`config.mk`:
```
export PLATFORM = sky130hd
export DESIGN_NAME = glyph_column_trim
export DESIGN_NICKNAME = d
export VERILOG_FILES = /design/src/hdl/gct_pkg.sv /design/src/hdl/gct_cell_track.sv /design/src/hdl/gct_group_scan.sv /design/src/hdl/gct_edge_merge.sv /design/src/hdl/glyph_column_trim.sv
export SDC_FILE = /design/constraint.sdc
export NUM_CORES = 1
export LEC_CHECK = 0
export BUFFER_PORTS_ARGS = -buffer_cell sky130_fd_sc_hd__buf_2
export CAP_MARGIN = 20
export CORE_MARGIN = 1.5
export CORE_UTILIZATION = 55
export DETAILED_ROUTE_END_ITERATION = 12
export PLACE_DENSITY = 0.83
export SETUP_SLACK_MARGIN = 0.4
export SLEW_MARGIN = 20
export SYNTH_ARGS = -nofsm -noshare
export SYNTH_HDL_FRONTEND = slang
export SYNTH_HIERARCHICAL = 1
export SYNTH_SLANG_ARGS = --single-unit
```
`constraint.sdc`:
```
create_clock -name clock -period 11.16 [get_ports clock]
set_input_delay 1.116 -clock clock [delete_from_list [all_inputs] [get_ports clock]]
set_output_delay 1.116 -clock clock [all_outputs]
set_load 0.005 [all_outputs]
```
`src/hdl/gct_pkg.sv`:
```
package gct_pkg;

   localparam int MaxCellWidth  = 64;
   localparam int MaxCellHeight = 64;
   localparam int GroupW        = 8;
   localparam int Groups        = MaxCellWidth / GroupW;

   localparam logic [1:0] CSR_CELL_WIDTH       = 2'd0;
   localparam logic [1:0] CSR_CELL_HEIGHT      = 2'd1;
   localparam logic [1:0] CSR_ALPHA_THRESHOLD  = 2'd2;
   localparam logic [1:0] CSR_FIXED_WIDTH_MODE = 2'd3;

   typedef struct packed {
      logic [6:0] cell_width;
      logic [6:0] cell_height;
      logic [7:0] alpha_threshold;
      logic       fixed_width_mode;
   } cfg_type;

   typedef struct packed {
      logic [MaxCellWidth-1:0] mask;
      logic                    fixed;
      logic [6:0]              width;
   } cell_done_type;

   typedef struct packed {
      logic [Groups-1:0]       any;
      logic [Groups-1:0][2:0]  lo;
      logic [Groups-1:0][2:0]  hi;
      logic                    fixed;
      logic [6:0]              width;
   } group_scan_type;

   typedef struct packed {
      logic        blank_cell;
      logic [5:0]  last_column;
      logic [5:0]  first_column;
      logic [6:0]  advance;
      logic signed [6:0] left_offset;
   } result_type;

endpackage

```
`src/hdl/gct_cell_track.sv`:
```
module gct_cell_track import gct_pkg::*; (
   input  logic          clock,
   input  logic          reset,
   input  cfg_type       cfg,
   input  logic          req_tvalid,
   input  logic          req_tready,
   input  logic [7:0]    alpha,
   input  logic          force_fixed,
   output logic          done_valid,
   output cell_done_type done
);

   logic [MaxCellWidth-1:0] inked_ff, inked_in, inked_now, wmask;
   logic [5:0] col_ff, col_in, row_ff, row_in;
   logic       fixed_ff, fixed_in, fixed_now;
   logic [6:0] w, h;
   logic       acc, first, col_last, row_last, cell_end;

   always_comb begin
      if (cfg.cell_width == 7'd0) begin
         w = 7'd1;
      end else if (cfg.cell_width > 7'(MaxCellWidth)) begin
         w = 7'(MaxCellWidth);
      end else begin
         w = cfg.cell_width;
      end
      if (cfg.cell_height == 7'd0) begin
         h = 7'd1;
      end else if (cfg.cell_height > 7'(MaxCellHeight)) begin
         h = 7'(MaxCellHeight);
      end else begin
         h = cfg.cell_height;
      end
      for (int i = 0; i < MaxCellWidth; i++) begin
         wmask[i] = (7'(i) < w);
      end
   end

   assign acc       = req_tvalid && req_tready;
   assign first     = (col_ff == 6'd0) && (row_ff == 6'd0);
   assign fixed_now = first ? (force_fixed | cfg.fixed_width_mode) : fixed_ff;
   assign inked_now = inked_ff |
                      ((alpha > cfg.alpha_threshold) ? (64'd1 << col_ff) : 64'd0);
   assign col_last  = ({1'b0, col_ff} + 7'd1) >= w;
   assign row_last  = ({1'b0, row_ff} + 7'd1) >= h;
   assign cell_end  = col_last && row_last;

   always_comb begin
      inked_in = inked_ff;
      col_in   = col_ff;
      row_in   = row_ff;
      fixed_in = fixed_ff;
      if (acc) begin
         if (cell_end) begin
            inked_in = '0;
            col_in   = 6'd0;
            row_in   = 6'd0;
            fixed_in = 1'b0;
         end else begin
            inked_in = inked_now;
            fixed_in = fixed_now;
            col_in   = col_last ? 6'd0 : col_ff + 6'd1;
            row_in   = col_last ? row_ff + 6'd1 : row_ff;
         end
      end
   end

   always_ff @(posedge clock) begin
      if (reset) begin
         inked_ff <= '0;
         col_ff   <= 6'd0;
         row_ff   <= 6'd0;
         fixed_ff <= 1'b0;
      end else begin
         inked_ff <= inked_in;
         col_ff   <= col_in;
         row_ff   <= row_in;
         fixed_ff <= fixed_in;
      end
   end

   assign done_valid = acc && cell_end;
   assign done.mask  = inked_now & wmask;
   assign done.fixed = fixed_now;
   assign done.width = w;

   a_cell_clear: assert property (@(posedge clock) disable iff (reset)
      acc && cell_end |=> col_ff == 6'd0 && row_ff == 6'd0 && inked_ff == '0)
      else $error("cell state not cleared after last beat");

   a_col_step: assert property (@(posedge clock) disable iff (reset)
      acc && !col_last |=> col_ff == $past(col_ff) + 6'd1)
      else $error("column counter did not step");

endmodule

```
`src/hdl/gct_group_scan.sv`:
```
module gct_group_scan import gct_pkg::*; (
   input  logic           clock,
   input  logic           reset,
   input  logic           in_valid,
   output logic           in_ready,
   input  cell_done_type  in_data,
   output logic           out_valid,
   input  logic           out_ready,
   output group_scan_type out_data
);

   logic           v_ff, v_in;
   group_scan_type data_ff, data_in;
   logic [GroupW-1:0] bits;

   always_comb begin
      data_in.fixed = in_data.fixed;
      data_in.width = in_data.width;
      for (int g = 0; g < Groups; g++) begin
         bits = in_data.mask[g*GroupW +: GroupW];
         data_in.any[g] = |bits;
         data_in.lo[g]  = 3'd0;
         data_in.hi[g]  = 3'd0;
         for (int i = GroupW - 1; i >= 0; i--) begin
            if (bits[i]) begin
               data_in.lo[g] = 3'(i);
            end
         end
         for (int i = 0; i < GroupW; i++) begin
            if (bits[i]) begin
               data_in.hi[g] = 3'(i);
            end
         end
      end
   end

   assign in_ready = !v_ff || out_ready;
   assign v_in     = in_ready ? in_valid : v_ff;

   always_ff @(posedge clock) begin
      if (reset) begin
         v_ff <= 1'b0;
      end else begin
         v_ff <= v_in;
      end
   end

   always_ff @(posedge clock) begin
      if (in_ready && in_valid) begin
         data_ff <= data_in;
      end
   end

   assign out_valid = v_ff;
   assign out_data  = data_ff;

   a_hold: assert property (@(posedge clock) disable iff (reset)
      v_ff && !out_ready |=> v_ff && $stable(data_ff))
      else $error("stalled group scan lost its data");

endmodule

```
`src/hdl/gct_edge_merge.sv`:
```
module gct_edge_merge import gct_pkg::*; (
   input  logic           clock,
   input  logic           reset,
   input  logic           in_valid,
   output logic           in_ready,
   input  group_scan_type in_data,
   output logic           out_valid,
   input  logic           out_ready,
   output result_type     out_data
);

   logic       v_ff, v_in;
   result_type res_ff, res_in;
   logic [5:0] left, right;
   logic       blank;

   always_comb begin
      left  = 6'd0;
      right = 6'd0;
      for (int g = Groups - 1; g >= 0; g--) begin
         if (in_data.any[g]) begin
            left = {3'(g), in_data.lo[g]};
         end
      end
      for (int g = 0; g < Groups; g++) begin
         if (in_data.any[g]) begin
            right = {3'(g), in_data.hi[g]};
         end
      end
      blank = ~|in_data.any;

      res_in.left_offset  = 7'sd0;
      res_in.first_column = 6'd0;
      res_in.last_column  = 6'd0;
      res_in.blank_cell   = 1'b0;
      if (in_data.fixed) begin
         res_in.advance = in_data.width;
      end else if (blank) begin
         res_in.advance    = in_data.width + 7'd1;
         res_in.blank_cell = 1'b1;
      end else begin
         res_in.left_offset  = 7'd0 - {1'b0, left};
         res_in.advance      = {1'b0, right} - {1'b0, left} + 7'd2;
         res_in.first_column = left;
         res_in.last_column  = right;
      end
   end

   assign in_ready = !v_ff || out_ready;
   assign v_in     = in_ready ? in_valid : v_ff;

   always_ff @(posedge clock) begin
      if (reset) begin
         v_ff <= 1'b0;
      end else begin
         v_ff <= v_in;
      end
   end

   always_ff @(posedge clock) begin
      if (in_ready && in_valid) begin
         res_ff <= res_in;
      end
   end

   assign out_valid = v_ff;
   assign out_data  = res_ff;

   a_blank_zero: assert property (@(posedge clock) disable iff (reset)
      v_ff && res_ff.blank_cell |-> res_ff.first_column == 6'd0
         && res_ff.last_column == 6'd0 && res_ff.left_offset == 7'sd0)
      else $error("blank cell carries column data");

   a_order: assert property (@(posedge clock) disable iff (reset)
      v_ff |-> res_ff.first_column <= res_ff.last_column)
      else $error("first column past last column");

endmodule

```
`src/hdl/glyph_column_trim.sv`:
```
// Horizontal trim of glyph cells by alpha coverage. Send the alpha bytes of
// a cell in row-major order, one per beat; force_fixed is sampled on the
// first beat of a cell. While rsp is not back-pressured, one pixel is taken
// every cycle with no gap between cells; the metrics beat of a cell passes
// the column flag scan register, then the result register, and cells as
// small as one pixel still run at one result per cycle. Back-pressure on
// rsp stalls the whole pipe. Out-of-range sizes saturate to 1..64; write
// the csr registers only while no cell is in progress.
module glyph_column_trim import gct_pkg::*; (
   input  logic        clock,
   input  logic        reset,
   input  logic        req_tvalid,
   output logic        req_tready,
   input  logic [7:0]  req_tdata,   // [7:0] alpha
   input  logic        req_tuser,   // [0] force_fixed
   output logic        rsp_tvalid,
   input  logic        rsp_tready,
   output logic [31:0] rsp_tdata,   // [6:0] left_offset, [13:7] advance,
                                    // [19:14] first_column, [25:20] last_column
   output logic        rsp_tuser,   // [0] blank_cell
   input  logic        csr_we,
   input  logic [1:0]  csr_index,
   input  logic [7:0]  csr_wdata
);

   cfg_type        cfg_ff, cfg_in;
   logic           done_valid, scan_ready, scan_valid, merge_ready;
   cell_done_type  done;
   group_scan_type scan;
   result_type     res;

   always_comb begin
      cfg_in = cfg_ff;
      if (csr_we) begin
         case (csr_index)
            CSR_CELL_WIDTH:       cfg_in.cell_width       = csr_wdata[6:0];
            CSR_CELL_HEIGHT:      cfg_in.cell_height      = csr_wdata[6:0];
            CSR_ALPHA_THRESHOLD:  cfg_in.alpha_threshold  = csr_wdata;
            CSR_FIXED_WIDTH_MODE: cfg_in.fixed_width_mode = csr_wdata[0];
            default: cfg_in = cfg_ff;
         endcase
      end
   end

   always_ff @(posedge clock) begin
      if (reset) begin
         cfg_ff.cell_width       <= 7'd8;
         cfg_ff.cell_height      <= 7'd8;
         cfg_ff.alpha_threshold  <= 8'd64;
         cfg_ff.fixed_width_mode <= 1'b0;
      end else begin
         cfg_ff <= cfg_in;
      end
   end

   assign req_tready = scan_ready;

   gct_cell_track u_track (
      .clock       (clock),
      .reset       (reset),
      .cfg         (cfg_ff),
      .req_tvalid  (req_tvalid),
      .req_tready  (req_tready),
      .alpha       (req_tdata),
      .force_fixed (req_tuser),
      .done_valid  (done_valid),
      .done        (done)
   );

   gct_group_scan u_scan (
      .clock     (clock),
      .reset     (reset),
      .in_valid  (done_valid),
      .in_ready  (scan_ready),
      .in_data   (done),
      .out_valid (scan_valid),
      .out_ready (merge_ready),
      .out_data  (scan)
   );

   gct_edge_merge u_merge (
      .clock     (clock),
      .reset     (reset),
      .in_valid  (scan_valid),
      .in_ready  (merge_ready),
      .in_data   (scan),
      .out_valid (rsp_tvalid),
      .out_ready (rsp_tready),
      .out_data  (res)
   );

   assign rsp_tdata = {6'd0, res.last_column, res.first_column, res.advance,
                       res.left_offset};
   assign rsp_tuser = res.blank_cell;

endmodule

```
==> results.yml <==
clock_network:
  cts_sinks: 192
  cts_root_buf: "clkbuf_16"
  insertion_delay_ps: 440
  cts_tree: "built"
  post-cts-setup-buffers: 0
  clockBufferDepth: 2
  htree_levels: 4
  ctsResizeCount: 0
  cts_made_buffers: 17
  path_clk_slew_ps: 70
  cts-hold-fix-buffers: 0
placed_design:
  io_buffers: 52
  dp_hpwl_mm: 21.99
  gp_congestion: 0.9939
  placedInstanceArea_um2: 11930
routing:
  wl_mm: 31.65
  num_vias: 10297
  initialDrtViolationCount: 1339
  wl_per_cell_um: 20.06
  first_pass_iters: 6
  viasPerCell: 6.525
  drc: 0
  ant_nets: 0
pwr:
  irDropWorstVdd_uv: 107.2
  power.leakage_nw: 4.302
  power.density_nw_per_um2: 119.2
  p_total_mw: 1.490
synth:
  yosysUniqueCellTypes: 79
  syn_area_um2: 11660
  synth_edf_count: 90
  ys_seq_area_share_pct: 40.70
  postSynthCellCount: 1306
  ys.flop_type: "dfxtp_1"
  syn_area_per_cell_um2: 8.925
  synthArstFlopShare_pct: 0
  ys_warn_count: 6
  ys_seq_elements: 192
setup_path:
  cp_cell_sequence: "inv_1 > ha_1 > inv_1 > ha_1 > nand2_1 > o21ai_1 > a41oi_2 > nor3_1 > and2_2 > buf_4"
  crit_type: "reg2reg"
  startpoint: "u_track/col_ff[2]$_SDFFE_PP0P_"
  crit_required_ps: 11230
  critPathCapture: "u_scan/out_data[42]$_SDFFCE_PP0P_"
  r2r_setup_slack_ps: 7170
  timing.rr.end: "u_scan/out_data[42]$_SDFFCE_PP0P_"
  critPathSlowestCell: "dfxtp_1"
  crit_arrival_ps: 4060
  crit_fanout: 49
  start_kind: "flip-flop"
  end_kind: "flip-flop"
  reg2reg_depth: 10
  reg2reg_from: "u_track/col_ff[2]$_SDFFE_PP0P_"
  cpPeakStageDelay_ps: 600
timing:
  skew_ps: 10.37
  post-route-period-util_pct: 35.75
  tns_ps: 0
  fmax_mhz: 250.6
  rsz0062_at_grt: "false"
  timing_hold_violations_final: 0
  layout_min_cycle_time_ps: 3990
  slew_viol_final: 0
  finalSetupViolations: 0
  tightestPinTransition_ps: 976.6
  slew_headroom_pct: 34.86
finish:
  register_area_um2: 4746
  drive_gt1_share_pct: 10.67
  final.fill_count: 1786
  fin_area_um2: 12510
  nets: 1358
  syn2layout_area_growth_pct: 7.299
  multi_input_area_um2: 5972
  antenna_cells: 0
grt:
  grt_max_degree: 91
  grt_pass1_vias: 9206
  gr-total-overflow: 0
  grt_pass1_wl_mm: 49.25
  track_usage_pct: 28.59
  antenna_found_initial: 1
outcome:
  status: "completed"
hold_path:
  min_path_type: "reg2reg"
  hold_depth: 2
floorplanning:
  die_height_um: 148.6
  dieArea_um2: 22080
  fp.dieW_um: 148.6
  io_pins: 59
  rows: 53
  initial_core_util_pct: 55.80
  fp.coreArea_um2: 20890
job:
  maxCapViolations: 0
==> report_power, final <==
group	switching [mW]	leakage [nW]	internal [mW]
logic	0.0978	2.36	0.0369
clock network	0.293	0.288	0.316
registers	0.00813	1.66	0.738
total	0.399	4.30	1.09
==> cells in the mapped netlist (27+ instances only) <==
library cell	number	area share (%)
a21oi_1	169	7.3
edfxtp_1	90	23
nor2_1	88	2.8
nor2b_1	27	1.4
nand2b_1	33	1.8
inv_1	138	4.4
dfxtp_1	102	18
ha_1	43	4.6
o2111ai_1	40	3.0
o211ai_1	50	3.2
nand2_1	75	2.4
clkbuf_1	71	2.3
==> how the worst min path moves through the flow <==
stage / slack (ps) / endpoint / startpoint
final: 450 / u_track/inked_ff[54]$_SDFFE_PP0P_ / u_track/inked_ff[54]$_SDFFE_PP0P_
after global routing: 460 / u_track/inked_ff[55]$_SDFFE_PP0P_ / u_track/inked_ff[55]$_SDFFE_PP0P_
after CTS: 450 / u_track/inked_ff[54]$_SDFFE_PP0P_ / u_track/inked_ff[54]$_SDFFE_PP0P_
after detailed placement: 440 / u_track/inked_ff[22]$_SDFFE_PP0P_ / u_track/inked_ff[22]$_SDFFE_PP0P_
after global placement: 430 / u_track/inked_ff[16]$_SDFFE_PP0P_ / u_track/inked_ff[16]$_SDFFE_PP0P_
after floorplan: 430 / u_track/inked_ff[19]$_SDFFE_PP0P_ / u_track/inked_ff[19]$_SDFFE_PP0P_
==> through the flow <==
stage          std cells  setup slack (ps)  util (%)  hold slack [ps]
2_1_floorplan       1311              7023         -            425.5
3_3_place_gp        1546              7072     57.09            433.4
3_5_place_dp        1546              6919     57.09            439.0
4_1_cts             1578              7259     59.87            448.6
5_1_grt             1578              6858     59.87            464.1
6_report            1578              7170     59.87            447.1
==> placed cells by master (no fill, tap or decap), drive strengths merged, types with 18 or more instances in the layout <==
cell / Yosys / routed
a21oi: 169 / 169
inv: 141 / 147
dfxtp: 102 / 102
edfxtp: 90 / 90
nor2: 89 / 89
nand2: 75 / 75
buf: 31 / 62
o211ai: 51 / 51
ha: 43 / 43
o2111ai: 40 / 40
nand2b: 33 / 33
nor2b: 28 / 28
mux2i: 26 / 26
nor3: 26 / 26
o21ai: 25 / 25
a2111oi: 24 / 24
o31ai: 23 / 23
o221a: 21 / 21
nor4: 18 / 18
==> worst max-delay path: cells and delay by family (launching register included) <==
family,cells,cell delay (ps)
adders and majority gates,2,640
DFF,1,600
and+or+nand+nor,3,1030
AOI/OAI and AO/OA,2,550
buffers and inverters,3,770
==> layer usage <==
| metal | up-vias | global-route usage (%) | part of all wire (%) |
|---|---|---|---|
| li1 | 4779 | - | - |
| met1 | 4844 | 38.29 | 41 |
| met2 | 551 | 44.95 | 45 |
| met3 | 121 | 5.184 | 9.2 |
| met4 | 2 | 13.42 | 4.3 |
| met5 | - | 0 | 0.041 |
==> cells by family after synthesis <==
family	count (synthesis)	share of synthesized area, %
AOI/OAI and AO/OA	444	27.62
xor gates and xnor gates	19	1.428
adders and majority gates	44	4.788
buffers and inverters	243	8.426
DFF	192	40.70
muxes	27	2.329
other	1	0.03217
and+or+nand+nor	336	14.67
==> flip-flops by register name, summed over array words and instances (netlist names) <==
signal / cells
u_scan/out_data: 64
u_track/inked_ff: 64
u_merge/out_data: 26
cfg_ff: 23
u_track/col_ff: 6
u_track/row_ff: 6
u_merge/out_valid: 1
u_scan/out_valid: 1
u_track/fixed_ff: 1
==> cell type report <==
class,count,share of cell area [%]
inverters,141,4.232
repair buffers,62,2.681
clock inverters,15,1.240
multi-input cells,876,47.75
flip-flops and latches,192,37.95
clock buffers,17,3.401
well taps,275,2.751
Power figures use the tool's default switching activity.
